$ cat src/sv/bpd_pkg.sv
package bpd_pkg;

	localparam int unsigned BYTE_W     = 8;
	localparam int unsigned TICK_W     = 17;
	localparam int unsigned TIMEOUT_W  = 16;
	localparam int unsigned APB_ADDR_W = 3;
	localparam int unsigned APB_DATA_W = 32;

	localparam logic [BYTE_W-1:0]    START_BYTE    = 8'hfe;
	localparam logic [BYTE_W-1:0]    END_BYTE      = 8'hff;
	localparam logic [TIMEOUT_W-1:0] TIMEOUT_RESET = 16'd1000;

	// register index is paddr[2]; only one register exists
	localparam logic REG_TIMEOUT = 1'b0;

	localparam logic CMD_BYTE = 1'b0;
	localparam logic CMD_TICK = 1'b1;

	typedef enum logic [2:0] {
		PH_IDLE = 3'd0,
		PH_LEN  = 3'd1,
		PH_TYPE = 3'd2,
		PH_BODY = 3'd3,
		PH_TERM = 3'd4
	} phase_t;

	typedef enum logic [2:0] {
		EV_HEADER  = 3'd0,
		EV_BYTE    = 3'd1,
		EV_GOOD    = 3'd2,
		EV_BADTERM = 3'd3,
		EV_TIMEOUT = 3'd4
	} event_t;

	typedef struct packed {
		logic              cmd;
		logic [BYTE_W-1:0] rx_byte;
	} item_t;

	typedef struct packed {
		event_t            ev;
		logic [BYTE_W-1:0] data;
		logic [BYTE_W-1:0] msg_type;
		logic [BYTE_W-1:0] frame_length;
	} result_t;

endpackage

$ cat src/sv/byte_packet_deframer.sv
// A beat accepted into the input register gives its result (if any) at out_valid via the result register.
// Throughput: one byte or tick beat per cycle unless out_stall holds a full result register;
// the frame FSM updates once per beat. in_stall rises only while the result register is held by out_stall and the
// input register is full.
// Reset (arst_n low, asynchronous): FSM idle, header and tick state cleared,
// both pipeline stages empty, timeout_ticks back to 1000.
module byte_packet_deframer (
	input  logic                             clk,
	input  logic                             arst_n,
	input  logic                             in_valid,
	output logic                             in_stall,
	input  logic                             cmd,
	input  logic [bpd_pkg::BYTE_W-1:0]       rx_byte,
	output logic                             out_valid,
	input  logic                             out_stall,
	output logic [2:0]                       event_res,
	output logic [bpd_pkg::BYTE_W-1:0]       data,
	output logic [bpd_pkg::BYTE_W-1:0]       msg_type,
	output logic [bpd_pkg::BYTE_W-1:0]       frame_length,
	input  logic                             psel,
	input  logic                             penable,
	input  logic                             pwrite,
	input  logic [bpd_pkg::APB_ADDR_W-1:0]   paddr,
	input  logic [bpd_pkg::APB_DATA_W-1:0]   pwdata,
	output logic [bpd_pkg::APB_DATA_W-1:0]   prdata,
	output logic                             pready
);

	logic [bpd_pkg::TIMEOUT_W-1:0] timeout_ticks;
	logic                          take;
	logic                          item_valid;
	bpd_pkg::item_t                item;
	bpd_pkg::result_t              result;

	bpd_regs u_regs (
		.clk           (clk),
		.arst_n        (arst_n),
		.psel          (psel),
		.penable       (penable),
		.pwrite        (pwrite),
		.paddr         (paddr),
		.pwdata        (pwdata),
		.prdata        (prdata),
		.pready        (pready),
		.timeout_ticks (timeout_ticks)
	);

	bpd_in_stage u_in (
		.clk        (clk),
		.arst_n     (arst_n),
		.in_valid   (in_valid),
		.in_stall   (in_stall),
		.cmd        (cmd),
		.rx_byte    (rx_byte),
		.take       (take),
		.item_valid (item_valid),
		.item       (item)
	);

	bpd_fsm u_fsm (
		.clk           (clk),
		.arst_n        (arst_n),
		.item_valid    (item_valid),
		.item          (item),
		.timeout_ticks (timeout_ticks),
		.take          (take),
		.out_stall     (out_stall),
		.out_valid     (out_valid),
		.result        (result)
	);

	assign event_res    = result.ev;
	assign data         = result.data;
	assign msg_type     = result.msg_type;
	assign frame_length = result.frame_length;

endmodule

$ cat src/sv/bpd_regs.sv
module bpd_regs (
	input  logic                                clk,
	input  logic                                arst_n,
	input  logic                                psel,
	input  logic                                penable,
	input  logic                                pwrite,
	input  logic [bpd_pkg::APB_ADDR_W-1:0]      paddr,
	input  logic [bpd_pkg::APB_DATA_W-1:0]      pwdata,
	output logic [bpd_pkg::APB_DATA_W-1:0]      prdata,
	output logic                                pready,
	output logic [bpd_pkg::TIMEOUT_W-1:0]       timeout_ticks
);

	logic [bpd_pkg::TIMEOUT_W-1:0] timeout_q;
	logic                          wr_en;
	logic                          sel_timeout;

	assign pready      = 1'b1;
	assign sel_timeout = (paddr[2] == bpd_pkg::REG_TIMEOUT);
	assign wr_en       = psel && penable && pwrite && pready && sel_timeout;

	always_ff @(posedge clk or negedge arst_n) begin
		if (!arst_n) begin
			timeout_q <= bpd_pkg::TIMEOUT_RESET;
		end else if (wr_en) begin
			timeout_q <= pwdata[bpd_pkg::TIMEOUT_W-1:0];
		end
	end

	always_comb begin
		prdata = '0;
		if (sel_timeout) begin
			prdata = {{(bpd_pkg::APB_DATA_W - bpd_pkg::TIMEOUT_W){1'b0}}, timeout_q};
		end
	end

	assign timeout_ticks = timeout_q;

endmodule

$ cat src/sv/bpd_in_stage.sv
module bpd_in_stage (
	input  logic                          clk,
	input  logic                          arst_n,
	input  logic                          in_valid,
	output logic                          in_stall,
	input  logic                          cmd,
	input  logic [bpd_pkg::BYTE_W-1:0]    rx_byte,
	input  logic                          take,
	output logic                          item_valid,
	output bpd_pkg::item_t                item
);

	logic           valid_s1;
	bpd_pkg::item_t item_s1;
	logic           load;

	// full stage frees up in the same cycle the FSM takes its beat
	assign in_stall = valid_s1 && !take;
	assign load     = in_valid && !in_stall;

	always_ff @(posedge clk or negedge arst_n) begin
		if (!arst_n) begin
			valid_s1 <= 1'b0;
		end else if (load) begin
			valid_s1 <= 1'b1;
		end else if (take) begin
			valid_s1 <= 1'b0;
		end
	end

	always_ff @(posedge clk) begin
		if (load) begin
			item_s1.cmd     <= cmd;
			item_s1.rx_byte <= rx_byte;
		end
	end

	assign item_valid = valid_s1;
	assign item       = item_s1;

endmodule

$ cat src/sv/bpd_fsm.sv
module bpd_fsm (
	input  logic                             clk,
	input  logic                             arst_n,
	input  logic                             item_valid,
	input  bpd_pkg::item_t                   item,
	input  logic [bpd_pkg::TIMEOUT_W-1:0]    timeout_ticks,
	output logic                             take,
	input  logic                             out_stall,
	output logic                             out_valid,
	output bpd_pkg::result_t                 result
);

	bpd_pkg::phase_t               phase_q, phase_d;
	logic [bpd_pkg::BYTE_W-1:0]    len_q, len_d;
	logic [bpd_pkg::BYTE_W-1:0]    type_q, type_d;
	logic [bpd_pkg::BYTE_W-1:0]    rem_q, rem_d;
	logic [bpd_pkg::TICK_W-1:0]    ticks_q, ticks_d;
	logic [bpd_pkg::TICK_W-1:0]    ticks_inc;
	logic                          timed_out;
	logic [bpd_pkg::BYTE_W-1:0]    rem_dec;

	logic                          has_res;
	bpd_pkg::event_t               ev;
	logic [bpd_pkg::BYTE_W-1:0]    res_data;

	logic                          valid_s2;
	bpd_pkg::result_t              res_s2;
	logic                          out_free;

	assign out_free = !valid_s2 || !out_stall;
	assign take     = item_valid && out_free;

	// saturating tick count, compared after the increment
	assign ticks_inc = (ticks_q == {bpd_pkg::TICK_W{1'b1}}) ? ticks_q
	                 : ticks_q + bpd_pkg::TICK_W'(1);
	assign timed_out = ticks_inc > {1'b0, timeout_ticks};
	assign rem_dec   = rem_q - bpd_pkg::BYTE_W'(1);

	// next state
	always_comb begin
		phase_d = phase_q;
		len_d   = len_q;
		type_d  = type_q;
		rem_d   = rem_q;
		ticks_d = ticks_q;
		if (item.cmd == bpd_pkg::CMD_TICK) begin
			if (phase_q != bpd_pkg::PH_IDLE) begin
				ticks_d = ticks_inc;
				if (timed_out) begin
					phase_d = bpd_pkg::PH_IDLE;
				end
			end
		end else begin
			unique case (phase_q)
				bpd_pkg::PH_LEN: begin
					len_d   = item.rx_byte;
					phase_d = bpd_pkg::PH_TYPE;
				end
				bpd_pkg::PH_TYPE: begin
					type_d  = item.rx_byte;
					rem_d   = len_q;
					phase_d = (len_q == '0) ? bpd_pkg::PH_TERM : bpd_pkg::PH_BODY;
				end
				bpd_pkg::PH_BODY: begin
					rem_d = rem_dec;
					if (rem_dec == '0) begin
						phase_d = bpd_pkg::PH_TERM;
					end
				end
				bpd_pkg::PH_TERM: begin
					phase_d = bpd_pkg::PH_IDLE;
				end
				default: begin
					phase_d = bpd_pkg::PH_IDLE;
					if (item.rx_byte == bpd_pkg::START_BYTE) begin
						ticks_d = '0;
						len_d   = '0;
						type_d  = '0;
						rem_d   = '0;
						phase_d = bpd_pkg::PH_LEN;
					end
				end
			endcase
		end
	end

	// result of this beat
	always_comb begin
		has_res  = 1'b0;
		ev       = bpd_pkg::EV_HEADER;
		res_data = '0;
		if (item.cmd == bpd_pkg::CMD_TICK) begin
			if (phase_q != bpd_pkg::PH_IDLE && timed_out) begin
				has_res = 1'b1;
				ev      = bpd_pkg::EV_TIMEOUT;
			end
		end else begin
			unique case (phase_q)
				bpd_pkg::PH_TYPE: begin
					has_res = 1'b1;
					ev      = bpd_pkg::EV_HEADER;
				end
				bpd_pkg::PH_BODY: begin
					has_res  = 1'b1;
					ev       = bpd_pkg::EV_BYTE;
					res_data = item.rx_byte;
				end
				bpd_pkg::PH_TERM: begin
					has_res = 1'b1;
					ev      = (item.rx_byte == bpd_pkg::END_BYTE) ? bpd_pkg::EV_GOOD
					        : bpd_pkg::EV_BADTERM;
				end
				default: begin
					has_res = 1'b0;
				end
			endcase
		end
	end

	always_ff @(posedge clk or negedge arst_n) begin
		if (!arst_n) begin
			phase_q <= bpd_pkg::PH_IDLE;
			len_q   <= '0;
			type_q  <= '0;
			rem_q   <= '0;
			ticks_q <= '0;
		end else if (take) begin
			phase_q <= phase_d;
			len_q   <= len_d;
			type_q  <= type_d;
			rem_q   <= rem_d;
			ticks_q <= ticks_d;
		end
	end

	always_ff @(posedge clk or negedge arst_n) begin
		if (!arst_n) begin
			valid_s2 <= 1'b0;
		end else if (out_free) begin
			valid_s2 <= take && has_res;
		end
	end

	// header shows the type byte just taken, hence the next-state values
	always_ff @(posedge clk) begin
		if (take && has_res) begin
			res_s2.ev           <= ev;
			res_s2.data         <= res_data;
			res_s2.msg_type     <= type_d;
			res_s2.frame_length <= len_d;
		end
	end

	assign out_valid = valid_s2;
	assign result    = res_s2;

endmodule

$ cat config.mk
export PLATFORM = sky130hd
export DESIGN_NAME = byte_packet_deframer
export DESIGN_NICKNAME = d
export VERILOG_FILES = /design/src/sv/bpd_pkg.sv /design/src/sv/byte_packet_deframer.sv /design/src/sv/bpd_regs.sv /design/src/sv/bpd_in_stage.sv /design/src/sv/bpd_fsm.sv
export SDC_FILE = /design/constraint.sdc
export NUM_CORES = 1
export LEC_CHECK = 0
export BUFFER_PORTS_ARGS = -buffer_cell sky130_fd_sc_hd__buf_2
export CELL_PAD_IN_SITES_DETAIL_PLACEMENT = 2
export CELL_PAD_IN_SITES_GLOBAL_PLACEMENT = 2
export CORE_MARGIN = 1
export CORE_UTILIZATION = 23
export CTS_BUF_LIST = sky130_fd_sc_hd__clkbuf_16
export CTS_CLUSTER_DIAMETER = 30
export CTS_CLUSTER_SIZE = 16
export DETAILED_ROUTE_END_ITERATION = 8
export PLACE_DENSITY_LB_ADDON = 0.08
export SLEW_MARGIN = 20
export SYNTH_ARGS = -nofsm -noshare
export SYNTH_HDL_FRONTEND = slang
export SYNTH_SLANG_ARGS = --single-unit
$ cat constraint.sdc
create_clock -name clk -period 5.3 [get_ports clk]
set_input_delay 1.59 -clock clk [delete_from_list [all_inputs] [get_ports clk]]
set_output_delay 1.59 -clock clk [all_outputs]
set_load 0.02 [all_outputs]
# Word-level counts from Yosys, hierarchy flattened

Cells that the tools add are included.

Flip-flop bits (word level): 98
Logic and storage cells: 89

$add $sub $neg: 2
Order comparisons: 1
Equal/unequal tests: 11
Muxes and demuxes: 30
Bitwise operators: 4
Reduce and logical (&&, ||, !) cells: 27

Operators by type and width:

| kind                                                  | number |
|---|---|
| 2-to-1 mux 17 bit                                     | 5 |
| 2-to-1 mux 8 bit                                      | 5 |
| case mux 8 bit (2 select lines)                       | 2 |
| case mux 8 bit (3 select lines)                       | 1 |
| 2-to-1 mux 3 bit                                      | 7 |
| adder 17 x 1 -> 17 bit, second input constant         | 1 |
| == test 17 bit, second input constant                 | 1 |
| > comparator 17 x 16 -> 1 bit                         | 1 |
| == test 8 bit, second input constant                  | 2 |
| zero test 8 bit                                       | 2 |
| 2-to-1 mux 16 bit                                     | 1 |
| case mux 3 bit (4 select lines)                       | 1 |
| AND reduction 4 bit                                   | 3 |
| logical AND 1 bit                                     | 8 |
| subtractor 8 x 1 -> 8 bit, second input constant      | 1 |
| 2-to-1 mux 1 bit                                      | 7 |
| == test 3 x 2 -> 1 bit, second input constant         | 2 |
| inequality test 2 x 1 -> 1 bit, second input constant | 3 |
| case mux 3 bit (2 select lines)                       | 1 |
| nonzero test 3 bit                                    | 2 |
| OR reduction 3 bit                                    | 2 |
| zero test 1 bit                                       | 4 |
| inverter 1 bit                                        | 4 |
| nonzero test 2 bit                                    | 2 |
| other kinds (6)                                       | 7 |

# Longest topological paths before layout

Gate-level depths: netlist of the first run.

Word-level depth: 8
Depth in mapped cells: 13
Gate-level depth less buffers: 13

# Cells and area by module

From an unflattened synthesis of the first run, not the netlist that was laid out.

Cell total of the unflattened synthesis: 510
Area, all modules: 5418.9 um2

By module, submodules not included:

| module       | times used | cells an instance | area each (um2) | sequential area each (um2) |
|---|---|---|---|---|
| bpd_fsm      | 1          | 426               | 4184.0          | 1936.9 |
| bpd_regs     | 1          | 70                | 907.1           | 407.9 |
| bpd_in_stage | 1          | 14                | 327.8           | 295.3 |

# Worst setup path after synthesis of the first run

No wires, ideal clock.

Kind: flip-flop to flip-flop
From: reg u_fsm.ticks_q[0] (netlist bit)
To: reg, netlist name u_fsm.result[0]
Setup time: 0.386 ns
Data arrival time: 3.735 ns
Data required time: 4.914 ns
Setup slack: 1.179 ns
Stages on the path, launching flop included: 13
Buffers on the path: 0
Clock period less this slack: 4.121 ns
Cells stage by stage: dfrtp_1 > ha_1 > and3_1 > and4_1 > nor3_4 > nand3_1 > xnor2_1 > ha_1 > nand3_1 > or4_1 > o211a_1 > o21ai_2 > a22o_1

Cells in the longest elaborated chain, start to end: 7
Elaborated cells on any way between the ends: 8
Classes of those cells: add/sub: 1; order compare: 1; eq/ne: 1; mux: 3; reduce/logical: 2

Ends and longest elaborated chain:

| element                                                  | line                         | RTL |
|---|---|---|
| from (decl)                                              | bpd_fsm.sv:17                | `logic [bpd_pkg::TICK_W-1:0] ticks_q, ticks_d;` |
| from (signal assigned)                                   | bpd_fsm.sv:132               | `ticks_q <= ticks_d;` |
| adder 17 x 1 -> 17 bit or == test 17 bit (tied branches) | bpd_fsm.sv:35, bpd_fsm.sv:34 |  |
| 2-to-1 mux 17 bit *                                      | bpd_fsm.sv:34                | `assign ticks_inc = (ticks_q == {bpd_pkg::TICK_W{1'b1}}) ? ticks_q` |
| > comparator 17 x 16 -> 1 bit *                          | bpd_fsm.sv:36                | `assign timed_out = ticks_inc > {1'b0, timeout_ticks};` |
| logical AND 1 bit *                                      | bpd_fsm.sv:93                | `if (phase_q != bpd_pkg::PH_IDLE && timed_out) begin` |
| 2-to-1 mux 1 bit *                                       | bpd_fsm.sv:93                |  |
| 2-to-1 mux 1 bit *                                       | bpd_fsm.sv:92                | `if (item.cmd == bpd_pkg::CMD_TICK) begin` |
| logical AND 1 bit *                                      | bpd_fsm.sv:146               | `if (take && has_res) begin` |

Every way passes the cells marked *; elsewhere a longest branch is shown, timed or not.
A chain may end at the register's enable or synchronous reset.

# Worst setup path after layout of the first run

From: reg u_fsm.ticks_q[0] (netlist bit)
To: reg, netlist name u_fsm.result[20]

Cells in the longest elaborated chain, start to end: 7
Elaborated cells on any way between the ends: 8
Classes of those cells: add/sub: 1; order compare: 1; eq/ne: 1; mux: 3; reduce/logical: 2

Ends and longest elaborated chain:

| element                                                  | line |
|---|---|
| adder 17 x 1 -> 17 bit or == test 17 bit (tied branches) | bpd_fsm.sv:35, bpd_fsm.sv:34 |
| 2-to-1 mux 17 bit *                                      | bpd_fsm.sv:34 |
| > comparator 17 x 16 -> 1 bit *                          | bpd_fsm.sv:36 |
| logical AND 1 bit *                                      | bpd_fsm.sv:93 |
| 2-to-1 mux 1 bit *                                       | bpd_fsm.sv:93 |
| 2-to-1 mux 1 bit *                                       | bpd_fsm.sv:92 |
| logical AND 1 bit *                                      | bpd_fsm.sv:146 |

Marks and branches as above.

==> flow_metrics.env, run 1 <==
export IMPL_status="complete, no violations"
export IMPL_dieWidth_um=154
export IMPL_diodes=0
export IMPL_min_path_cells=1
export IMPL_hold_buffers=0
export IMPL_critical_path_arrival_ns=4.44
export IMPL_synth_area_per_cell_um2=10.7
export IMPL_cts_root_buf="clkbuf_16"
export IMPL_dp_slack_ns=0.785
export IMPL_synthArstFlopShare_pct=63.3
export IMPL_synthFlopType="dfrtp_1"
export IMPL_nNetsFinal=641
export IMPL_r2r_end="u_fsm.result[20]$_SDFFCE_PN0P_"
export IMPL_crit_slowest_cell="or4_1"
export IMPL_relSlewSlack_pct=36.7
export IMPL_grt_max_degree=35
export IMPL_synth_seq_cells=98
export IMPL_grt_pass1_vias=4414
export IMPL_drc=0
export IMPL_finalCriticalPeriod_ns=4.42
export IMPL_cts_buffers=9
export IMPL_rows=55
export IMPL_setup_viol=0
export IMPL_ys_seq_area_share_pct=49.5
export IMPL_hold_viol_final=0
export IMPL_detail_route_antenna_nets=0
export IMPL_tritoncts="built"
export IMPL_clk_pin_slew_ns=0.08
export IMPL_clock_latency_ns=0.36
export IMPL_grt_pass1_wl_um=25600
export IMPL_track_usage_pct=14.1
export IMPL_critPathLaunchType="register"
export IMPL_dr_pass1_iters=4
export IMPL_cp_top_family="simple AND/OR/NAND/NOR gates"
export IMPL_layout_setup_ws_ns=0.879
export IMPL_path_common_cell="ha_1"
export IMPL_ios=113
export IMPL_power_mw=2.67
export IMPL_period_share_pct=83.4
export IMPL_synth_distinct_cells=71
export IMPL_dieArea_um2=23800
export IMPL_yosysWarnings=0
export IMPL_synth_edf_count=36
export IMPL_critPathBufInv=1
export IMPL_core_area_um2=22700
export IMPL_gp_congestion=0.720
export IMPL_utilization_pct=27.7
export IMPL_syn_inst=497
export IMPL_crit_chain="ha_1, and3_1, and4_1, nor3_4, nand2_1, xnor2_1, ha_1, nand3_1, or4_1, o211a_1, o21ai_2, a22o_1, buf_4"
export IMPL_hp_class="register to register"
export IMPL_rsz0062_at_grt="false"
export IMPL_endpoint="u_fsm.result[20]$_SDFFCE_PN0P_"
export IMPL_endpoint_kind="register"
export IMPL_power_density_nw_per_um2=426
export IMPL_htree_levels=3
export IMPL_cp_data_required_time_ns=5.32
export IMPL_drt_iter0_markers=150
export IMPL_cp_max_fo=27
export IMPL_peakVddDrop_uv=149
export IMPL_clockBufferDepth=2
export IMPL_slew_violations=0
export IMPL_initial_core_util_pct=23.5
export IMPL_crit_start="u_fsm.ticks_q[0]$_DFFE_PN0P_"
export IMPL_r2r_start="u_fsm.ticks_q[0]$_DFFE_PN0P_"
export IMPL_fin_cells=861
export IMPL_cts_sinks=98
export IMPL_postCtsSetupRepairBufs=0
export IMPL_dp_cells=845
export IMPL_area_growth_pct=17.7
export IMPL_dpl_cell_area_um2=5960
export IMPL_reg2regPathDepth=13
export IMPL_drt_wl_total_um=15900
export IMPL_fmaxAchievable_mhz=226
export IMPL_path_class="register to register"
export IMPL_p_leak_nw=2.79
export IMPL_r2r_slack_ns=0.88
export IMPL_portBuffers=77
export IMPL_slowest_delay_ns=0.57
export IMPL_finalSetupTns_ns=0
export IMPL_ctsResizeCount=0
export IMPL_die_y_um=154
export IMPL_hpwlAfterDp_um=11600
export IMPL_drive_gt1_share_pct=24.0
export IMPL_vias_per_cell=4.75
export IMPL_fillCellCount=2507
export IMPL_antenna_found_initial=0
export IMPL_worstMarginPinSlew_ns=0.944
export IMPL_vias=4090
export IMPL_cp_depth=13
export IMPL_finClkSkew_ns=0.0128
export IMPL_maxCapViolations=0
export IMPL_wire_per_inst_um=18.5
export IMPL_netlist_area_um2=5340
export IMPL_grt_overflow=0
export IMPL_final_area_um2=6280
export IMPL_hold_worst_slack_ns=0.503
## synthesized netlist by cell type, types with 3 or more instances
cell | count | area share, %
dfrtp_1 | 56 | 26
a22o_1 | 36 | 5.9
edfxtp_1 | 36 | 20
a21oi_1 | 34 | 3.2
nand2_1 | 34 | 2.4
nor2_1 | 34 | 2.4
inv_1 | 25 | 1.8
ha_1 | 19 | 4.5
buf_4 | 18 | 2.5
mux2_2 | 16 | 3.4
nand3_1 | 15 | 1.4
and3_1 | 12 | 1.4
o21ai_1 | 12 | 1.1
and2_1 | 11 | 1.3
o21ai_0 | 11 | 1.0
xnor2_1 | 9 | 1.5
clkbuf_1 | 7 | 0.49
nand4_1 | 7 | 0.82
xor2_1 | 7 | 1.1
buf_2 | 6 | 0.56
dfstp_2 | 6 | 3.0
nor3_1 | 6 | 0.56
nor2b_1 | 5 | 0.59
a21o_1 | 4 | 0.56
and4_1 | 4 | 0.66
nor4_1 | 4 | 0.47
o21ba_1 | 4 | 0.75
a21oi_2 | 3 | 0.49
nand2b_1 | 3 | 0.35
## cells by family after synthesis
group / count (synthesis) / share of synthesized area (%)
multiplexers: 17 / 3.56
AND/OR/NAND/NOR: 153 / 16.4
buffers and inverters: 60 / 5.79
AO/OA/AOI/OAI: 132 / 17.6
XOR/XNOR: 16 / 2.63
other: 2 / 0.141
adder cells (fa/ha/maj): 19 / 4.45
flip-flops: 98 / 49.5
## placed cells by master (no fill, tap or decap), drive strengths merged, types with 3 or more instances in the layout
cell,count
buf,82
dfrtp,56
a21oi,37
a22o,36
edfxtp,36
nor2,35
nand2,34
inv,30
o21ai,26
ha,19
conb,17
mux2,16
nand3,15
and3,12
and2,12
xnor2,9
clkbuf,9
nand4,9
nor3,9
xor2,7
dfstp,6
nor2b,5
nor4,5
and4,4
a21o,4
o21ba,4
nand2b,3
a21boi,3
## flip-flops by register name, summed over array words and instances, names as in the netlist
signal / count
u_fsm.phase_q: 3
u_fsm.len_q: 8
u_fsm.result: 27
u_in.item: 9
u_regs.timeout_ticks: 16
u_in.item_valid: 1
u_fsm.out_valid: 1
u_fsm.type_q: 8
u_fsm.rem_q: 8
u_fsm.ticks_q: 17
## area by class of cell
type	count	area [µm²]	share of cell area (%)
Sequential cell	98	2640	42.0
Clock buffer	9	225	3.59
Timing Repair Buffer	82	423	6.73
Tap cell	285	357	5.68
Inverter	26	97.6	1.55
Clock inverter	7	95.1	1.51
Multi-Input combinational cell	354	2440	38.9
## metal layers
metal	up-vias	global-route usage [%]	routed length (µm)
li1	1943	-	-
met1	2079	19.6	8080
met2	57	21.8	7080
met3	11	3.36	534
met4	0	3.96	216
met5	-	0	0
## power by group
part | switching, mW | internal [mW] | leakage (nW) | total, mW
Combinational | 0.474 | 0.328 | 1.48 | 0.802
Clock | 0.345 | 0.383 | 0.158 | 0.728
Sequential | 0.178 | 0.965 | 1.15 | 1.14
## worst min path at each step
| stage | startpoint | end |
|---|---|---|
| after floorplan | u_fsm.ticks_q[7]$_DFFE_PN0P_ | u_fsm.ticks_q[7]$_DFFE_PN0P_ |
| after detailed placement | u_fsm.type_q[7]$_DFFE_PN0P_ | u_fsm.type_q[7]$_DFFE_PN0P_ |
| final | u_fsm.ticks_q[7]$_DFFE_PN0P_ | u_fsm.ticks_q[7]$_DFFE_PN0P_ |
| after global routing | u_regs.timeout_ticks[10]$_DFFE_PN0P_ | u_regs.timeout_ticks[10]$_DFFE_PN0P_ |
| after CTS | u_fsm.ticks_q[7]$_DFFE_PN0P_ | u_fsm.ticks_q[7]$_DFFE_PN0P_ |
| after global placement | u_fsm.type_q[7]$_DFFE_PN0P_ | u_fsm.type_q[7]$_DFFE_PN0P_ |
Note: power is estimated with default switching activity, not from simulation.
==> inputs of run 2 (changes only) <==
- ABC_AREA: default -> 1
- clock period: 5.3 -> 4.1 ns (I/O delays scaled with it)
==> run 2 against run 1 <==
Against the previous run: critical path type unchanged; highest routed layer unchanged; non-clock buffer count rose by 2; maximum frequency is 26% higher; wire length grew 4.6%; first-iteration DRC count rose by 9.3%; cell count is 15% higher; synthesized cell count rose by 25%; core utilization up 0.47 points; clock skew hardly changed; synthesized area fell by 2.4%.
==> flow_metrics.env, run 2 <==
export IMPL_rows=54
export IMPL_rsz0062_at_grt="false"
export IMPL_largest_register_ffs=27
export IMPL_grt_overflow=0
export IMPL_postCtsSetupRepairBufs=0
export IMPL_netlist_area_um2=5210
export IMPL_drive_gt1_share_pct=17.1
export IMPL_cp_max_fo=27
export IMPL_seq_area_um2=2640
export IMPL_wl_met2_um=6950
export IMPL_track_usage_pct=15.0
export IMPL_ys_seq_area_share_pct=50.7
export IMPL_dieArea_um2=23200
export IMPL_finalSetupTns_ns=0
export IMPL_htree_levels=3
export IMPL_dpl_cell_area_um2=5880
export IMPL_antenna_found_initial=0
export IMPL_r2r_slack_ns=0.58
export IMPL_tritoncts="built"
export IMPL_fillCellCount=2571
export IMPL_cp_data_required_time_ns=4.15
export IMPL_multi_input_area_um2=2170
export IMPL_pwr_share_seq_pct=44.4
export IMPL_grt_max_degree=33
export IMPL_cts_root_buf="clkbuf_16"
export IMPL_crit_chain="ha_1, nand2_1, nor2_1, nand2_1, nor2_1, nand2_1, nand4_1, xor2_1, inv_1, ha_1, nand2_1, inv_1, nand2_1, nand2_1, nand2_1, nand3_1, nand3_1, nand2_1, nand4_1, nand2_1, buf_12"
export IMPL_dp_cells=970
export IMPL_hp_class="register to register"
export IMPL_path_class="register to register"
export IMPL_cts_sinks=98
export IMPL_drt_wl_total_um=16600
export IMPL_dieWidth_um=152
export IMPL_crit_slowest_cell="dfrtp_1"
export IMPL_power_density_nw_per_um2=431
export IMPL_portBuffers=77
export IMPL_critical_path_arrival_ns=3.57
export IMPL_clock_latency_ns=0.36
export IMPL_maxCapViolations=0
export IMPL_nNetsFinal=771
export IMPL_diodes=0
export IMPL_hold_viol_final=0
export IMPL_path_common_cell="nand2_1"
export IMPL_synthArstFlopShare_pct=63.3
export IMPL_synth_seq_cells=98
export IMPL_worstMarginPinSlew_ns=0.791
export IMPL_wl_met3_um=431
export IMPL_endpoint_kind="register"
export IMPL_vias=4400
export IMPL_fin_cells=986
export IMPL_hold_worst_slack_ns=0.495
export IMPL_hold_buffers=0
export IMPL_clockBufferDepth=2
export IMPL_period_share_pct=85.9
export IMPL_yosysMostFrequentCell="nand2_1"
export IMPL_peakVddDrop_uv=211
export IMPL_area_growth_pct=19.0
export IMPL_ios=113
export IMPL_fmaxAchievable_mhz=284
export IMPL_synth_distinct_cells=40
export IMPL_detail_route_antenna_nets=0
export IMPL_ctsResizeCount=0
export IMPL_clk_pin_slew_ns=0.08
export IMPL_gp_congestion=0.789
export IMPL_grt_pass1_vias=4827
export IMPL_wire_per_inst_um=16.9
export IMPL_status="complete, no violations"
export IMPL_final_cell_mix="nand2_1 (170), nor2_1 (82), buf_2 (77)"
export IMPL_wl_met1_um=9060
export IMPL_relSlewSlack_pct=47.3
export IMPL_synth_top_area_cell="dfrtp_1"
export IMPL_grt_pass1_wl_um=27000
export IMPL_slowest_delay_ns=0.45
export IMPL_setup_viol=0
export IMPL_drt_iter0_markers=164
export IMPL_initial_core_util_pct=23.6
export IMPL_p_sw_share_pct=33.5
export IMPL_core_area_um2=22000
export IMPL_drc=0
export IMPL_power_frac_clock_pct=34.9
export IMPL_slew_violations=0
export IMPL_synth_common_cells="nand2_1 (170), nor2_1 (82), inv_1 (63)"
export IMPL_critPathLaunchType="register"
export IMPL_p_leak_nw=3.04
export IMPL_yosysWarnings=0
export IMPL_syn_inst=621
export IMPL_synth_edf_count=36
export IMPL_synth_area_per_cell_um2=8.39
export IMPL_finClkSkew_ns=0.0123
export IMPL_hpwlAfterDp_um=12700
export IMPL_finalCriticalPeriod_ns=3.52
export IMPL_vias_per_cell=4.46
export IMPL_die_y_um=152
export IMPL_dr_pass1_iters=4
export IMPL_top_layer="met4"
export IMPL_final_area_um2=6190
export IMPL_mostFrequentLayoutCell="nand2_1"
export IMPL_pwr_share_comb_pct=20.7
export IMPL_utilization_pct=28.1
export IMPL_synth_area_leaders="dfrtp_1 (27%), edfxtp_1 (21%), nand2_1 (12%)"
export IMPL_intPower_mw=1.78
export IMPL_synthFlopType="dfrtp_1"
export IMPL_cts_buffers=9
export IMPL_p_switching_mw=0.893
export IMPL_synth_top_area_share_pct=26.9
run 2: cell types whose count changed after synthesis, sizes merged, moves of 12 or more:
cell and delta:
and2 -12, nand2 +138, a22o -35, mux2 -14, nor2 +50, inv +44, and3 -12
run 2: cell families (layout without fill, tap and decap cells):
logic type      count (synthesis)  count (layout)  synth area share, %
simple gates                  305             305                 24.3
buf+inv                       100             170                 8.70
flops                          98              98                 50.7
compound gates                 81              81                 8.77
fa+ha+maj                      19              19                 4.57
xor+xnor                       14              14                 2.35
other cells                     2              17                0.144
mux                             2               2                0.432
run 2: worst paths after layout:
path	startpoint	end	depth (start not counted)
max in group asynchronous	arst_n	u_regs.timeout_ticks[3]$_DFFE_PN1P_	2
min in group asynchronous	arst_n	u_fsm.ticks_q[14]$_DFFE_PN0P_	1
setup / recovery	u_fsm.ticks_q[1]$_DFFE_PN0P_	u_fsm.result[18]$_SDFFCE_PN0P_	21
hold / removal	u_fsm.type_q[7]$_DFFE_PN0P_	u_fsm.type_q[7]$_DFFE_PN0P_	2
hold reg to reg	u_fsm.type_q[7]$_DFFE_PN0P_	u_fsm.type_q[7]$_DFFE_PN0P_	2
setup reg to reg	u_fsm.ticks_q[1]$_DFFE_PN0P_	u_fsm.result[18]$_SDFFCE_PN0P_	21
run 2: critical path: cells and delay by family (launching register included):
family	cells	cell delay, ns
AND/OR/NAND/NOR	15	1.56
adder cells (fa/ha/maj)	2	0.58
flip-flops	1	0.45
buffers and inverters	3	0.35
XOR/XNOR	1	0.28
run 2: per-stage QoR:
stage	setup slack [ns]	power (mW)
after floorplan	0.805	1.56
after global placement	0.662	1.74
final	0.580	2.67
after global routing	0.134	2.83
after CTS	0.552	2.71
after detailed placement	0.576	1.77
run 2: metal layers:
| layer | GRT usage [%] | vias to the layer above |
|---|---|---|
| met1 | 22.3 | 2171 |
| li1 | - | 2148 |
| met4 | 3.85 | 0 |
| met2 | 22.3 | 69 |
| met5 | 0 | - |
| met3 | 2.62 | 12 |
run 2: area by class of cell:
class                   count  share of cell area, %
clock inverters             7                   1.49
inverters                  70                   4.28
repair buffers             84                   7.27
flip-flops and latches     98                   42.6
well taps                 280                   5.66
multi-input cells         438                   35.0
clock buffers               9                   3.64
run 2: power groups by stage:
stage	sequential (mW)	clock, mW	combinational (mW)
after floorplan	1.18	0	0.386
after global placement	1.20	0	0.543
after detailed placement	1.21	0	0.561
after CTS	1.19	0.965	0.565
after global routing	1.20	1.00	0.634
final	1.19	0.931	0.552
==> inputs of run 3 (changes only) <==
--- a/config.mk
+++ b/config.mk
@@ -11,2 +11,3 @@
 export CELL_PAD_IN_SITES_GLOBAL_PLACEMENT = 2
+export CORE_ASPECT_RATIO = 0.6
 export CORE_MARGIN = 1
--- a/constraint.sdc
+++ b/constraint.sdc
@@ -3,2 +3,2 @@
 set_output_delay 1.23 -clock clk [all_outputs]
-set_load 0.02 [all_outputs]
+set_load 0.1 [all_outputs]
==> run 3 against run 2 <==
Against the previous run: power increased by 4.9%; global-route usage increased by 0.89 points; first-iteration DRC count increased by 30%; via count increased by 1.7%; sequential share of layout area decreased by 0.15 points.
==> flow_metrics.env, run 3 (synthesized netlist as in run 2, its figures left out) <==
export IMPL_status="complete, no violations"
export IMPL_nNetsFinal=771
export IMPL_diodes=0
export IMPL_r2r_end="u_fsm.result[24]$_SDFFCE_PP0P_"
export IMPL_crit_slowest_cell="dfrtp_1"
export IMPL_grtUsageMet1_pct=25.4
export IMPL_cp_data_required_time_ns=4.16
export IMPL_die_y_um=119
export IMPL_cp_top_family="simple AND/OR/NAND/NOR gates"
export IMPL_power_density_nw_per_um2=450
export IMPL_htree_levels=3
export IMPL_detail_route_antenna_nets=0
export IMPL_tritoncts="built"
export IMPL_hpwlAfterDp_um=13600
export IMPL_setup_viol=0
export IMPL_core_area_um2=22100
export IMPL_vias_per_cell=4.41
export IMPL_finalCriticalPeriod_ns=3.68
export IMPL_cts_root_buf="clkbuf_16"
export IMPL_ios=113
export IMPL_crit_start="u_fsm.ticks_q[1]$_DFFE_PN0P_"
export IMPL_rsz0062_at_grt="false"
export IMPL_min_path_cells=2
export IMPL_finClkSkew_ns=0.0122
export IMPL_p_leak_nw=3.03
export IMPL_clock_latency_ns=0.37
export IMPL_slowest_delay_ns=0.43
export IMPL_holdPathEnd="u_fsm.type_q[2]$_DFFE_PN0P_"
export IMPL_hold_viol_final=0
export IMPL_critPathLaunchType="register"
export IMPL_cts_sinks=98
export IMPL_grt_overflow=0
export IMPL_vias=4475
export IMPL_endpoint_kind="register"
export IMPL_portBuffers=77
export IMPL_reg2regPathDepth=19
export IMPL_crit_chain="ha_1, nand2_1, nor2_1, nand2_1, nor2_1, nand2_1, nand3_1, nor3_1, nor2_1, ha_1, nand2_1, a21oi_1, nor2_1, nand3_1, nand3_1, nand2_1, nand4_1, nand2_1, buf_12"
export IMPL_drc=0
export IMPL_drt_iter0_markers=213
export IMPL_final_cell_mix="nand2_1 (170), nor2_1 (82), buf_2 (77)"
export IMPL_clk_pin_slew_ns=0.08
export IMPL_clockBufferDepth=2
export IMPL_dr_pass1_iters=4
export IMPL_largest_register_ffs=27
export IMPL_track_usage_pct=15.9
export IMPL_antenna_found_initial=0
export IMPL_critPathBufInv=1
export IMPL_initial_core_util_pct=23.5
export IMPL_grt_pass1_vias=4754
export IMPL_r2r_slack_ns=0.42
export IMPL_worstMarginPinSlew_ns=0.880
export IMPL_peakVddDrop_uv=198
export IMPL_grt_max_degree=49
export IMPL_grt_use_met3_pct=3.31
export IMPL_utilization_pct=28.1
export IMPL_period_share_pct=89.8
export IMPL_path_common_cell="nand2_1"
export IMPL_rows=42
export IMPL_slew_violations=0
export IMPL_dpl_cell_area_um2=5920
export IMPL_fmaxAchievable_mhz=272
export IMPL_relSlewSlack_pct=41.3
export IMPL_critical_path_arrival_ns=3.74
export IMPL_postCtsSetupRepairBufs=0
export IMPL_min_from="u_fsm.type_q[2]$_DFFE_PN0P_"
export IMPL_grt_pass1_wl_um=27500
export IMPL_power_mw=2.80
export IMPL_grt_use_met2_pct=21.1
export IMPL_path_class="register to register"
export IMPL_dieArea_um2=23300
export IMPL_mostFrequentLayoutCell="nand2_1"
export IMPL_cts_buffers=9
export IMPL_dieWidth_um=196
export IMPL_wire_per_inst_um=17.2
export IMPL_top_usage_layer="met1"
export IMPL_maxCapViolations=0
export IMPL_final_area_um2=6220
export IMPL_hp_class="register to register"
export IMPL_gp_congestion=0.783
export IMPL_cp_max_fo=27
export IMPL_drt_wl_total_um=17500
export IMPL_area_growth_pct=19.4
export IMPL_fillCellCount=2558
export IMPL_drive_gt1_share_pct=17.1
export IMPL_r2r_start="u_fsm.ticks_q[1]$_DFFE_PN0P_"
[run 3: changes by cell type in the layout (fill, tap and decap cells not counted)]
cell	previous run	this run
bufinv_16	1	0
clkinv_8	1	0
buf_4	6	5
clkinv_1	1	2
clkinvlp_4	0	1
buf_12	1	2
inv_6	3	1
xor2_1	11	10
inv_8	1	2
clkinv_4	1	2
xor2_2	0	1
[run 3: cell type report]
| cell class | count | area [µm²] | area share (%) |
|---|---|---|---|
| sequential | 98 | 2640 | 42.5 |
| multi-input combinational | 438 | 2180 | 35.0 |
| timing repair buffer | 84 | 463 | 7.45 |
| tap | 308 | 385 | 6.20 |
| inverter | 70 | 265 | 4.27 |
| clock buffer | 9 | 225 | 3.62 |
| clock inverter | 7 | 60.1 | 0.966 |
[run 3: how the worst max path moves through the flow]
stage / slack, ns / to / cells after the start
after floorplan: -0.008 / prdata[10] / 3
after global placement: 0.46 / u_fsm.result[10]$_DFFE_PP_ / 19
after detailed placement: 0.35 / u_fsm.result[8]$_DFFE_PP_ / 19
after CTS: 0.31 / u_fsm.result[6]$_DFFE_PP_ / 19
after global routing: 0.08 / u_fsm.result[6]$_DFFE_PP_ / 21
final: 0.42 / u_fsm.result[24]$_SDFFCE_PP0P_ / 19
[run 3: worst register-to-register path, delay by kind of cell, from the launching register on]
kind	cells	cell delay (ns)
DFF	1	0.43
buffers and inverters	1	0.20
adders and majority gates	2	0.48
and+or+nand+nor	15	2.09
AOI/OAI and AO/OA	1	0.17
[run 3: power by group]
part,total [mW],switching [mW],internal [mW]
registers,1.19,0.0807,1.11
logic,0.748,0.573,0.175
clock network,0.861,0.437,0.424
[run 3: what timing repair did]
item	in CTS	in global routing
gates resized for setup	0	1
setup endpoints to repair	0	19
hold buffers	0	0
[run 3: stage by stage]
stage	hold slack [ns]	cells	TNS (ns)	setup slack (ns)
after floorplan	0.449	636	-0.0774	-0.00774
after global placement	0.462	998	0	0.460
after detailed placement	0.475	998	0	0.355
after CTS	0.494	1014	0	0.308
after global routing	0.519	1014	0	0.0793
final	0.488	1014	0	0.417
[run 3: layer usage]
metal,wire [µm],part of all wire [%]
met5,0,0
met4,160,0.91
met3,698,4.0
met2,6790,39
met1,9840,56
